File: src/hw/rtl/mrul_pkg.sv
package mrul_pkg;

    localparam int LIST_DEPTH = 16;
    localparam int IDX_W      = $clog2(LIST_DEPTH);
    localparam int CNT_W      = $clog2(LIST_DEPTH + 1);
    localparam int ID_W       = 8;
    localparam int IDLE_W     = 16;

    localparam logic [IDLE_W-1:0] IDLE_RESET = 16'd300;

    typedef enum logic [2:0] {
        ACT_TICK   = 3'd0,
        ACT_SWITCH = 3'd1,
        ACT_NEXT   = 3'd2,
        ACT_PREV   = 3'd3,
        ACT_SELECT = 3'd4
    } action_t;

    // result word, listed from the highest bit down
    typedef struct packed {
        logic [7:0] current_id;
        logic [4:0] entry_count;
        logic [3:0] cursor_pos;
        logic       is_cycling;
        logic [7:0] jump_target;
    } out_word_t;

endpackage

File: src/hw/rtl/mru_list_cycle_selector_core.sv
// most-recently-used id list with a cycling cursor
//
// input words arrive on s_axis_*: tuser carries the command (tick, switch,
// next, prev, select), tdata the ids left and entered on a switch. every
// accepted word gives exactly one result word on m_axis_*, with tuser set
// when the command (or an idle timeout during a tick) selected a jump target.
// the idle timeout register is written through cfg_valid/cfg_ready/cfg_data
// (cfg_ready is always high); the user must write it only while no command
// is in flight, as the block itself does not enforce this.
// the list lives in a single-port-read, single-port-write memory of
// LIST_DEPTH ids. tick, next and prev go from accept straight to the
// finish state, but a tick that times out under a valid cursor runs a
// selection. a switch or a selection runs up to two search-and-shift
// passes over the list of at most 16 ids, reading the memory one entry
// at a time. one word is worked on at a time; the next word is taken once the
// current one has reached the output register, even while the receiver
// stalls that result.
// reset empties the list, clears the current id and cursor and loads the
// timeout with 300. no memory clearing pass is needed.
module mru_list_cycle_selector_core (
    input  logic        aclk,
    input  logic        aresetn,
    input  logic        s_axis_tvalid,
    output logic        s_axis_tready,
    input  logic [15:0] s_axis_tdata,  // old_id, new_id
    input  logic [2:0]  s_axis_tuser,  // action
    output logic        m_axis_tvalid,
    input  logic        m_axis_tready,
    output logic [31:0] m_axis_tdata,  // jump_target, is_cycling, cursor_pos, entry_count, current_id
    output logic        m_axis_tuser,  // jump_valid
    input  logic        cfg_valid,
    output logic        cfg_ready,
    input  logic [15:0] cfg_data
);
    import mrul_pkg::*;

    localparam logic [CNT_W-1:0] DEPTH_C = CNT_W'(LIST_DEPTH);

    typedef enum logic [2:0] {
        ST_IDLE,
        ST_TAKE,
        ST_DISPATCH,
        ST_SEARCH,
        ST_INSERT,
        ST_REMOVE,
        ST_FINISH
    } state_t;

    state_t            state_reg, state_next;
    logic [CNT_W-1:0]  fill_reg, fill_next;
    logic [ID_W-1:0]   cur_reg, cur_next;
    logic              cyc_reg, cyc_next;
    logic [IDX_W-1:0]  cursor_reg, cursor_next;
    logic [IDLE_W-1:0] idle_reg, idle_next;
    logic [IDLE_W-1:0] timeout_reg, timeout_next;
    logic [ID_W-1:0]   target_reg, target_next;
    logic              push_pend_reg, push_pend_next;
    logic [ID_W-1:0]   push_id_reg, push_id_next;
    logic              drop_pend_reg, drop_pend_next;
    logic [ID_W-1:0]   drop_id_reg, drop_id_next;
    logic [ID_W-1:0]   op_id_reg, op_id_next;
    logic              ins_mode_reg, ins_mode_next;
    logic              found_reg, found_next;
    logic [CNT_W-1:0]  pos_reg, pos_next;
    logic              rd_pend_reg;
    logic [IDX_W-1:0]  rd_idx_reg;
    logic              m_valid_reg, m_valid_next;
    logic              m_jump_reg, m_jump_next;
    out_word_t         m_word_reg, m_word_next;

    logic [ID_W-1:0]   mem [LIST_DEPTH];
    logic [ID_W-1:0]   rd_data_reg;
    logic              mem_re, mem_we;
    logic [IDX_W-1:0]  mem_ra, mem_wa;
    logic [ID_W-1:0]   mem_wd;

    action_t           act;
    logic [ID_W-1:0]   in_old, in_new;
    logic [IDLE_W-1:0] idle_inc, eff_timeout;
    logic              cursor_ok, match;

    assign act    = action_t'(s_axis_tuser);
    assign in_old = s_axis_tdata[7:0];
    assign in_new = s_axis_tdata[15:8];

    assign s_axis_tready = (state_reg == ST_IDLE);
    assign cfg_ready     = 1'b1;
    assign m_axis_tvalid = m_valid_reg;
    assign m_axis_tuser  = m_jump_reg;
    assign m_axis_tdata  = {6'd0, m_word_reg};

    assign idle_inc    = (idle_reg == '1) ? idle_reg : idle_reg + 1'b1;
    assign eff_timeout = (timeout_reg == '0) ? IDLE_W'(1) : timeout_reg;
    assign cursor_ok   = cyc_reg && (CNT_W'(cursor_reg) < fill_reg);
    assign match       = rd_pend_reg && (rd_data_reg == op_id_reg);

    always_comb begin
        state_next     = state_reg;
        fill_next      = fill_reg;
        cur_next       = cur_reg;
        cyc_next       = cyc_reg;
        cursor_next    = cursor_reg;
        idle_next      = idle_reg;
        timeout_next   = timeout_reg;
        target_next    = target_reg;
        push_pend_next = push_pend_reg;
        push_id_next   = push_id_reg;
        drop_pend_next = drop_pend_reg;
        drop_id_next   = drop_id_reg;
        op_id_next     = op_id_reg;
        ins_mode_next  = ins_mode_reg;
        found_next     = found_reg;
        pos_next       = pos_reg;
        m_valid_next   = m_valid_reg && !m_axis_tready;
        m_jump_next    = m_jump_reg;
        m_word_next    = m_word_reg;
        mem_re         = 1'b0;
        mem_ra         = cursor_reg;
        mem_we         = 1'b0;
        mem_wa         = '0;
        mem_wd         = rd_data_reg;

        if (cfg_valid) begin
            timeout_next = cfg_data;
        end

        unique case (state_reg)
            ST_IDLE: begin
                if (s_axis_tvalid) begin
                    target_next = '0;
                    state_next  = ST_FINISH;
                    unique case (act)
                        ACT_TICK: begin
                            if (idle_inc >= eff_timeout) begin
                                idle_next = '0;
                                if (cursor_ok) begin
                                    mem_re     = 1'b1;
                                    state_next = ST_TAKE;
                                end
                            end else begin
                                idle_next = idle_inc;
                            end
                        end
                        ACT_SWITCH: begin
                            idle_next      = '0;
                            push_pend_next = (in_old != '0) && (in_old != in_new);
                            push_id_next   = in_old;
                            drop_pend_next = (in_new != '0);
                            drop_id_next   = in_new;
                            if (in_new != '0) begin
                                cur_next = in_new;
                            end
                            cyc_next    = 1'b0;
                            cursor_next = '0;
                            state_next  = ST_DISPATCH;
                        end
                        ACT_NEXT: begin
                            idle_next = '0;
                            if (fill_reg != '0) begin
                                cyc_next = 1'b1;
                                if (!cyc_reg || (CNT_W'(cursor_reg) + 1'b1 == fill_reg)) begin
                                    cursor_next = '0;
                                end else begin
                                    cursor_next = cursor_reg + 1'b1;
                                end
                            end
                        end
                        ACT_PREV: begin
                            idle_next = '0;
                            if (fill_reg != '0) begin
                                cyc_next = 1'b1;
                                if (!cyc_reg || (cursor_reg == '0)) begin
                                    cursor_next = IDX_W'(fill_reg - 1'b1);
                                end else begin
                                    cursor_next = cursor_reg - 1'b1;
                                end
                            end
                        end
                        ACT_SELECT: begin
                            idle_next = '0;
                            if (cursor_ok) begin
                                mem_re     = 1'b1;
                                state_next = ST_TAKE;
                            end
                        end
                        default: begin
                        end
                    endcase
                end
            end
            ST_TAKE: begin
                target_next    = rd_data_reg;
                push_pend_next = (cur_reg != '0) && (cur_reg != rd_data_reg);
                push_id_next   = cur_reg;
                drop_pend_next = 1'b0;
                cur_next       = rd_data_reg;
                cyc_next       = 1'b0;
                cursor_next    = '0;
                pos_next       = CNT_W'(cursor_reg) + 1'b1;
                state_next     = ST_REMOVE;
            end
            ST_DISPATCH: begin
                pos_next = '0;
                if (push_pend_reg) begin
                    op_id_next     = push_id_reg;
                    ins_mode_next  = 1'b1;
                    push_pend_next = 1'b0;
                    state_next     = ST_SEARCH;
                end else if (drop_pend_reg) begin
                    op_id_next     = drop_id_reg;
                    ins_mode_next  = 1'b0;
                    drop_pend_next = 1'b0;
                    state_next     = ST_SEARCH;
                end else begin
                    state_next = ST_FINISH;
                end
            end
            ST_SEARCH: begin
                if (match) begin
                    found_next = 1'b1;
                    if (ins_mode_reg) begin
                        pos_next   = CNT_W'(rd_idx_reg);
                        state_next = ST_INSERT;
                    end else begin
                        pos_next   = CNT_W'(rd_idx_reg) + 1'b1;
                        state_next = ST_REMOVE;
                    end
                end else if (pos_reg < fill_reg) begin
                    mem_re   = 1'b1;
                    mem_ra   = pos_reg[IDX_W-1:0];
                    pos_next = pos_reg + 1'b1;
                end else if (!rd_pend_reg) begin
                    found_next = 1'b0;
                    if (ins_mode_reg) begin
                        pos_next   = (fill_reg == DEPTH_C) ? DEPTH_C - 1'b1 : fill_reg;
                        state_next = ST_INSERT;
                    end else begin
                        state_next = ST_DISPATCH;
                    end
                end
            end
            ST_INSERT: begin
                // shift toward the back, then the id goes in front
                if (rd_pend_reg) begin
                    mem_we = 1'b1;
                    mem_wa = rd_idx_reg + 1'b1;
                end
                if (pos_reg != '0) begin
                    mem_re   = 1'b1;
                    mem_ra   = IDX_W'(pos_reg - 1'b1);
                    pos_next = pos_reg - 1'b1;
                end else if (!rd_pend_reg) begin
                    mem_we = 1'b1;
                    mem_wa = '0;
                    mem_wd = op_id_reg;
                    if (!found_reg && (fill_reg != DEPTH_C)) begin
                        fill_next = fill_reg + 1'b1;
                    end
                    state_next = ST_DISPATCH;
                end
            end
            ST_REMOVE: begin
                // close the gap by shifting toward the front
                if (rd_pend_reg) begin
                    mem_we = 1'b1;
                    mem_wa = rd_idx_reg - 1'b1;
                end
                if (pos_reg < fill_reg) begin
                    mem_re   = 1'b1;
                    mem_ra   = pos_reg[IDX_W-1:0];
                    pos_next = pos_reg + 1'b1;
                end else if (!rd_pend_reg) begin
                    fill_next  = fill_reg - 1'b1;
                    state_next = ST_DISPATCH;
                end
            end
            ST_FINISH: begin
                if (!m_valid_reg || m_axis_tready) begin
                    m_valid_next            = 1'b1;
                    m_jump_next             = (target_reg != '0);
                    m_word_next.jump_target = target_reg;
                    m_word_next.is_cycling  = cyc_reg;
                    m_word_next.cursor_pos  = 4'(cursor_reg);
                    m_word_next.entry_count = 5'(fill_reg);
                    m_word_next.current_id  = cur_reg;
                    state_next              = ST_IDLE;
                end
            end
            default: begin
                state_next = ST_IDLE;
            end
        endcase
    end

    always_ff @(posedge aclk) begin
        if (mem_we) begin
            mem[mem_wa] <= mem_wd;
        end
        if (mem_re) begin
            rd_data_reg <= mem[mem_ra];
        end
    end

    always_ff @(posedge aclk) begin
        if (!aresetn) begin
            state_reg     <= ST_IDLE;
            fill_reg      <= '0;
            cur_reg       <= '0;
            cyc_reg       <= 1'b0;
            cursor_reg    <= '0;
            idle_reg      <= '0;
            timeout_reg   <= IDLE_RESET;
            push_pend_reg <= 1'b0;
            drop_pend_reg <= 1'b0;
            rd_pend_reg   <= 1'b0;
            m_valid_reg   <= 1'b0;
        end else begin
            state_reg     <= state_next;
            fill_reg      <= fill_next;
            cur_reg       <= cur_next;
            cyc_reg       <= cyc_next;
            cursor_reg    <= cursor_next;
            idle_reg      <= idle_next;
            timeout_reg   <= timeout_next;
            push_pend_reg <= push_pend_next;
            drop_pend_reg <= drop_pend_next;
            rd_pend_reg   <= mem_re;
            m_valid_reg   <= m_valid_next;
        end
        target_reg   <= target_next;
        push_id_reg  <= push_id_next;
        drop_id_reg  <= drop_id_next;
        op_id_reg    <= op_id_next;
        ins_mode_reg <= ins_mode_next;
        found_reg    <= found_next;
        pos_reg      <= pos_next;
        rd_idx_reg   <= mem_ra;
        m_jump_reg   <= m_jump_next;
        m_word_reg   <= m_word_next;
    end

    a_fill_bound: assert property (@(posedge aclk) disable iff (!aresetn)
        fill_reg <= DEPTH_C)
        else $error("list fill above depth");

    a_cursor_range: assert property (@(posedge aclk) disable iff (!aresetn)
        cyc_reg |-> (CNT_W'(cursor_reg) < fill_reg))
        else $error("cycle cursor outside list");

    a_idle_no_write: assert property (@(posedge aclk) disable iff (!aresetn)
        (state_reg == ST_IDLE) |-> !mem_we)
        else $error("list write while idle");

    a_jump_nonzero: assert property (@(posedge aclk) disable iff (!aresetn)
        (m_valid_reg && m_jump_reg) |-> (m_word_reg.jump_target != '0))
        else $error("jump to empty id");

endmodule

File: config.mk
export PLATFORM = sky130hd
export DESIGN_NAME = mru_list_cycle_selector_core
export DESIGN_NICKNAME = d
export VERILOG_FILES = /design/src/hw/rtl/mrul_pkg.sv /design/src/hw/rtl/mru_list_cycle_selector_core.sv
export SDC_FILE = /design/constraint.sdc
export NUM_CORES = 1
export LEC_CHECK = 0
export BUFFER_PORTS_ARGS = -buffer_cell sky130_fd_sc_hd__buf_2
export CAP_MARGIN = 30
export CORE_MARGIN = 5
export CORE_UTILIZATION = 60
export CTS_BUF_LIST = sky130_fd_sc_hd__clkbuf_8
export CTS_CLUSTER_SIZE = 14
export DETAILED_ROUTE_END_ITERATION = 6
export PLACE_DENSITY = 0.9
export SYNTH_ARGS = -nofsm -noshare
export SYNTH_HDL_FRONTEND = slang
export SYNTH_SLANG_ARGS = --single-unit
File: constraint.sdc
create_clock -name aclk -period 5.8 [get_ports aclk]
set_clock_uncertainty 0.15 [all_clocks]
set_input_delay 0.29 -clock aclk [delete_from_list [all_inputs] [get_ports aclk]]
set_output_delay 0.29 -clock aclk [all_outputs]
set_load 0.005 [all_outputs]
# Yosys cells after proc, flatten, opt, wreduce, memory -nomap -nowiden
# Memories as Yosys holds them, arrays and structs flattened. A register that Yosys moved wholly into a read port is not among the register bits.
# Cells that the tools add are included.
op_classes:
  addsub: 11
  order_cmp: 3
  n_eq_ne: 40
  mux: 95
  n_reduce_logical: 46
ops:
  columns: ["operator", "n"]
  rows:
  - ["8-bit two-way mux", 11]
  - ["5-bit two-way mux", 13]
  - ["16-bit two-way mux", 3]
  - ["4-bit two-way mux", 12]
  - ["8-bit case mux with 2 select lines", 3]
  - ["3-bit two-way mux", 13]
  - ["16-bit case mux with 2 select lines", 1]
  - ["8-bit nonzero test", 4]
  - ["5-bit case mux with 5 select lines", 1]
  - ["1-bit two-way mux", 24]
  - ["4-bit case mux with 3 select lines", 2]
  - ["2-bit inequality test (second input constant)", 11]
  - ["3-bit case mux with 7 select lines", 1]
  - ["16-bit by 1-bit adder with 16-bit output (second input constant)", 1]
  - ["16-bit equality test (second input constant)", 1]
  - ["16-bit greater-or-equal comparator", 1]
  - ["16-bit logical NOT", 1]
  - ["8-bit inequality test", 2]
  - ["4-bit case mux with 2 select lines", 2]
  - ["3-bit AND reduction", 5]
  - ["5-bit nonzero test", 3]
  - ["3-bit by 2-bit equality test with 1-bit output (second input constant)", 4]
  - ["3-bit equality test (second input constant)", 4]
  - ["3-bit inequality test (second input constant)", 4]
  - ["34 further kinds", 68]
word_totals:
  ff_bits: 127
  ramBits: 128
  inputBits: 40
  output_inout_bits: 36
  elab_cells: 221
  n_memories: 1
memory_table:
  columns: ["name", "depth", "width", "read_ports", "rd_clocked_by_memory_dff", "wr", "line", "text"]
  rows:
  - ["mem", 16, 8, 1, 1, 1, "mru_list_cycle_selector_core.sv:71", "logic [ID_W-1:0] mem [LIST_DEPTH];"]

# Depth between registers and ports, before layout
logic_depth:
  ltp_word: 8
  ltp_mapped: 18
  ltp_nobuf: 15

# Worst setup path after synthesis
# Ideal clock, no wire load.
synth_path:
  path_type: "register to register"
  from: "register idle_reg[3]"
  to: "register rd_data_reg[0] (read register of mem), enable pin"
  setup_time_ps: 386
  t_arrival_ps: 3472
  t_required_ps: 5264
  setup_slack_ps: 1792
  stages_incl_launch_ff: 15
  n_path_buf: 1
  synth_period_minus_slack_ps: 4008
  path_cell_list: "dfxtp_1 -> and3_1 -> nand3_1 -> nor3_1 -> nand4_1 -> clkbuf_1 -> and4b_1 -> xor2_1 -> ha_1 -> a21o_1 -> a21oi_1 -> or2_2 -> a211oi_1 -> a21oi_1 -> o21ai_0"
synth_via:
  elab_chain_cells: 7
synth_rtl:
  columns: ["item", "line", "text"]
  rows:
  - ["start: declaration", "mru_list_cycle_selector_core.sv:54", "logic [IDLE_W-1:0] idle_reg, idle_next;"]
  - ["start signal: assignment", "mru_list_cycle_selector_core.sv:323", "idle_reg <= idle_next;"]
  - ["16-bit by 1-bit adder with 16-bit output / 16-bit equality test (equally long branches)", "mru_list_cycle_selector_core.sv:92", "assign idle_inc = (idle_reg == '1) ? idle_reg : idle_reg + 1'b1;"]
  - ["16-bit two-way mux *", "mru_list_cycle_selector_core.sv:92", null]
  - ["16-bit greater-or-equal comparator *", "mru_list_cycle_selector_core.sv:134", "if (idle_inc >= eff_timeout) begin"]
  - ["1-bit two-way mux *", "mru_list_cycle_selector_core.sv:134", null]
  - ["1-bit case mux with 2 select lines *", "mru_list_cycle_selector_core.sv:132", "unique case (act)"]
  - ["1-bit two-way mux *", "mru_list_cycle_selector_core.sv:129", "if (s_axis_tvalid) begin"]
  - ["1-bit case mux with 4 select lines *", "mru_list_cycle_selector_core.sv:127", "unique case (state_reg)"]
  - ["net mem_re", "mru_list_cycle_selector_core.sv:73", "logic mem_re, mem_we;"]
  - ["end: declaration", "mru_list_cycle_selector_core.sv:72", "logic [ID_W-1:0] rd_data_reg;"]
# Mark *: on every way through the listed nets, which the timed path passes. The rest lies on a longest branch.
# A chain may end at the register's enable or synchronous reset.

# Worst setup path after layout
layout_path:
  from: "register idle_reg[3]"
  to: "register idle_reg[13]"
layout_via:
  elab_chain_cells: 5
layout_rtl:
  columns: ["item", "line"]
  rows:
  - ["16-bit by 1-bit adder with 16-bit output / 16-bit equality test (equally long branches)", "mru_list_cycle_selector_core.sv:92"]
  - ["16-bit two-way mux *", "mru_list_cycle_selector_core.sv:92"]
  - ["16-bit greater-or-equal comparator", "mru_list_cycle_selector_core.sv:134"]
  - ["16-bit two-way mux *", "mru_list_cycle_selector_core.sv:134"]
  - ["16-bit case mux with 2 select lines *", "mru_list_cycle_selector_core.sv:132"]
# Every way passes the cells marked *; elsewhere a longest branch is shown, timed or not.

==> PnR_summary.wiki <==
{| class="wikitable"
! Metric !! Value
|-
| Status || complete, no violations
|-
| Critical path launch point type || flip-flop
|-
| First-pass GRT wire length || 54.3 mm
|-
| Clk pin slew, worst setup/hold paths || around 60 ps
|-
| Post-synthesis sequential area ratio || around 56%
|-
| Register-to-register setup slack || 990 ps
|-
| Pin count of the biggest net entering global routing || 43
|-
| Clock Path Buffers || 3
|-
| Number of nets with antenna violations after detailed routing || 0
|-
| I/O pin count || 76
|-
| Clock power frac || 22.6%
|-
| Number of vias after detailed routing || 10378
|-
| Min Tclk post-route || 4810 ps
|-
| Final RePlAce weighted congestion || 0.885
|-
| DIE AREA || 24900 um^2
|-
| Cell area power density || 460 nW/um^2
|-
| Initial standard-cell utilization of the core || 60.5%
|-
| GRT Total Usage || 27.3%
|-
| DPL Wire Length || 21.9 mm
|-
| Non-filler instance count after layout || 1621
|-
| Post-synthesis share of cell area spent on and, or, nand and nor gates || 15.6%
|-
| Seq pwr share || 38.6%
|-
| Die extent in x || 158 um
|-
| Fin Hold WS || 26.5 ps
|-
| Synthesis warning total || 0
|-
| Comb power frac || about two fifths
|-
| Dominant synthesized flop cell || edfxtp_1
|-
| Worst EP arrival || about 5200 ps
|-
| Critical Setup Path Class || reg2reg
|-
| Core region area || 21600 um^2
|-
| Synth Area per Inst || 10.8 um^2
|-
| Finish-stage setup viols || 0
|-
| Vias in the first global route || 10368
|-
| Placed insts || 1511
|-
| Combinational family with the most area after synthesis || simple AND/OR/NAND/NOR gates
|-
| Register containing the most flip-flops in the final layout || mem
|-
| Synth Register Bits || 263
|-
| Post-synth top area cell || edfxtp_1
|-
| Remaining Overflow, GRT || 0
|-
| Count of distinct cell types in the synthesized netlist || 71
|-
| Final nets || 1386
|-
| Number of gates resized after cts || 0
|-
| Max rail drop VDD || 0.250 mV
|-
| Placement Rows || 54
|-
| Worst-case headroom to the max-slew limit || 27.8%
|-
| Number of flops mapped to enable cells by yosys || just over 200
|-
| Type of the worst min-delay path || in2reg
|-
| Destination of the worst hold path || m_axis_tvalid$_SDFF_PN0_
|-
| Count of TritonRoute iterations in the first routing pass || 6
|-
| N_diodes || 0
|-
| Number of flip-flops under the largest register name || 128
|-
| Async set or reset register ratio after synthesis || 0%
|-
| Max-Cap Viols || 0
|-
| Deepest level of the CTS H-tree || 2
|-
| Fraction of the mapped netlist area in adder cells || 3.25%
|-
| Clock buffers created by TritonCTS || 42
|-
| Worst skew pair latency || 580 ps
|-
| Final Hold Violating Endpoints || 0
|-
| CP endpoint kind || flip-flop
|-
| Share of the synthesized netlist area taken by xor and xnor gates || 4.22%
|-
| Initial antenna violation count || 0
|-
| Commonest non-fill, non-tap cell in the layout || edfxtp_1
|-
| Cells after synthesis || 1217
|-
| Synth Area in Compound Gates || 14.4%
|-
| Vias per cell || 6.40
|-
| Setup Total Neg Slack || 0 ps
|-
| Capture point of the worst reg-to-reg path || idle_reg[13]$_SDFFE_PN0P_
|-
| Switching Share || between 30% and 40%
|-
| Setup repair after global routing missed its margin || no
|-
| Switching component of the power || 0.00267 W
|-
| Worst Path Required || 6150 ps
|-
| Die H || 158 um
|-
| Transition time at the pin with the least slew margin || around 1100 ps
|-
| CP max FO || 22
|-
| Cell internal power dissipation || between 0.004 and 0.005 W
|-
| Total count of max-transition violations in the final report || 0
|-
| Proportion of netlist area held by the largest area contributor || a little under half
|-
| Worst R2R Start || idle_reg[3]$_SDFFE_PN0P_
|-
| Worst Hold Launch || m_axis_tready
|-
| Root buffer cell || clkbuf_8
|-
| Multiplexer area fraction after synthesis || 2.76%
|-
| Static leakage || 5.43 nW
|-
| Initial DRC count || around 1400
|-
| Average wire per cell in the routed design || 20.8 um
|-
| Ratio of cells with drive above 1 in the final layout || 13.3%
|-
| Count of clock tree sinks || roughly 260
|-
| Biggest area contributors in the synthesized netlist || edfxtp_1 (46%), dfxtp_1 (9.3%), nand2_1 (3.9%)
|-
| Leading cell types in the layout, fill and taps excluded || edfxtp_1 (202), nand2_1 (136), nor2_1 (122)
|-
| Total wirelength of the detailed-routed design || 33.7 mm
|-
| Count of input and output buffers || 68
|-
| Synth Cell Area || 13100 um^2
|-
| Area added between synthesis and finish || 12.8%
|-
| TritonCTS clock tree || yes
|-
| Hold Path Cell Cnt || 4
|-
| Peak clock frequency supported by timing || just over 200 MHz
|-
| Remaining routing DRC violations || 0
|-
| Worst-case reg-to-reg path depth || 15
|-
| Post-route clock period utilization || 83.0%
|}
==> critical path, stage by stage (launching register included) <==
cell	delay, ps
dfxtp_1	430
and3_1	280
nand3_1	170
nor3_1	500
nand4_1	500
nand2_1	210
ha_1	260
a21o_1	180
a21o_1	170
a211oi_1	470
nand3_1	140
a211o_1	310
nand2_1	560
a21o_1	220
nand2_1	60
a21oi_1	140
==> power groups by stage <==
stage | registers (W) | logic, W | clock network [W]
floorplan | 0.00253 | 0.00196 | 0
global placement | 0.00264 | 0.00237 | 0
detailed placement | 0.00265 | 0.00251 | 0
CTS | 0.00261 | 0.00258 | 0.00154
global route | 0.00264 | 0.00288 | 0.00163
finish | 0.00262 | 0.00263 | 0.00153
==> logic make-up (layout without fill, tap and decap cells) <==
logic type	Yosys count	after routing
mux	34	34
buf+inv	119	238
xor+xnor	63	63
fa+ha+maj	34	34
flops	263	263
other cells	2	7
simple gates	435	435
compound gates	267	267
==> worst max path at each step <==
| stage | from | to | slack [ps] | depth (start not counted) |
|---|---|---|---|---|
| finish | idle_reg[3]$_SDFFE_PN0P_ | idle_reg[13]$_SDFFE_PN0P_ | 990 | 15 |
| CTS | fill_reg[2]$_SDFFE_PN0P_ | rd_data_reg[1]$_DFFE_PP_ | 1090 | 12 |
| global placement | pos_reg[0]$_DFFE_PP_ | rd_data_reg[3]$_DFFE_PP_ | 1220 | 13 |
| global route | idle_reg[3]$_SDFFE_PN0P_ | idle_reg[9]$_SDFFE_PN0P_ | 670 | 15 |
| detailed placement | idle_reg[3]$_SDFFE_PN0P_ | idle_reg[9]$_SDFFE_PN0P_ | 1130 | 15 |
| floorplan | idle_reg[3]$_SDFFE_PN0P_ | rd_data_reg[0]$_DFFE_PP_ | 1790 | 14 |
==> metrics by stage <==
stage	instance area, um^2	util (%)	setup slack, ps	power (W)
CTS	14800	68.2	1090	0.00673
detailed placement	13600	62.9	1130	0.00516
floorplan	13100	-	1790	0.00449
global placement	13600	62.7	1220	0.00501
finish	14800	68.2	985	0.00679
global route	14800	68.2	669	0.00715
==> metal layers <==
layer  global-route usage, %  part of all wire (%)  vias to the layer above
met2                    45.5                    48                      639
met5                       0                     0                        -
met1                    35.5                    39                     4926
met3                    4.73                   9.4                      113
met4                    11.4                   3.5                        0
li1                        -                     -                     4700
==> area by class of cell <==
cell class	instances	area, um^2
Inverter	43	161
Fill cell	1417	6870
Tap cell	280	350
Clock inverter	29	186
Sequential cell	263	7290
Multi-Input combinational cell	840	5300
Timing Repair Buffer	122	858
Clock buffer	44	606
==> synthesized netlist by cell type, types with 3 or more instances <==
| cell | count |
|---|---|
| o211ai_1 | 7 |
| nor3_1 | 24 |
| and2_1 | 3 |
| nand3b_1 | 4 |
| mux2_2 | 17 |
| a221oi_1 | 6 |
| o21a_1 | 7 |
| a21oi_1 | 88 |
| a21o_1 | 12 |
| inv_1 | 40 |
| a211oi_1 | 11 |
| nand4_1 | 23 |
| buf_6 | 4 |
| nand2_1 | 136 |
| ha_1 | 34 |
| clkbuf_1 | 52 |
| nand2b_1 | 20 |
| o21ai_0 | 34 |
| xnor2_1 | 52 |
| a221oi_2 | 13 |
| dfxtp_1 | 61 |
| xor2_1 | 11 |
| buf_1 | 3 |
| o2111ai_1 | 9 |
| nor4_1 | 19 |
| a211o_1 | 3 |
| or3_1 | 6 |
| buf_2 | 8 |
| or4_1 | 10 |
| nor2b_1 | 12 |
| a22oi_1 | 24 |
| a221o_1 | 16 |
| nor2_1 | 123 |
| buf_4 | 9 |
| and3_1 | 11 |
| mux2i_1 | 17 |
| nand3_1 | 30 |
| edfxtp_1 | 202 |
| or2_2 | 3 |
| a31oi_1 | 13 |
==> what timing repair did <==
action,CTS,global route
buffers inserted,0,0
hold buffers,37,0
endpoints found under the hold margin,37,0
Power figures use the tool's default switching activity.
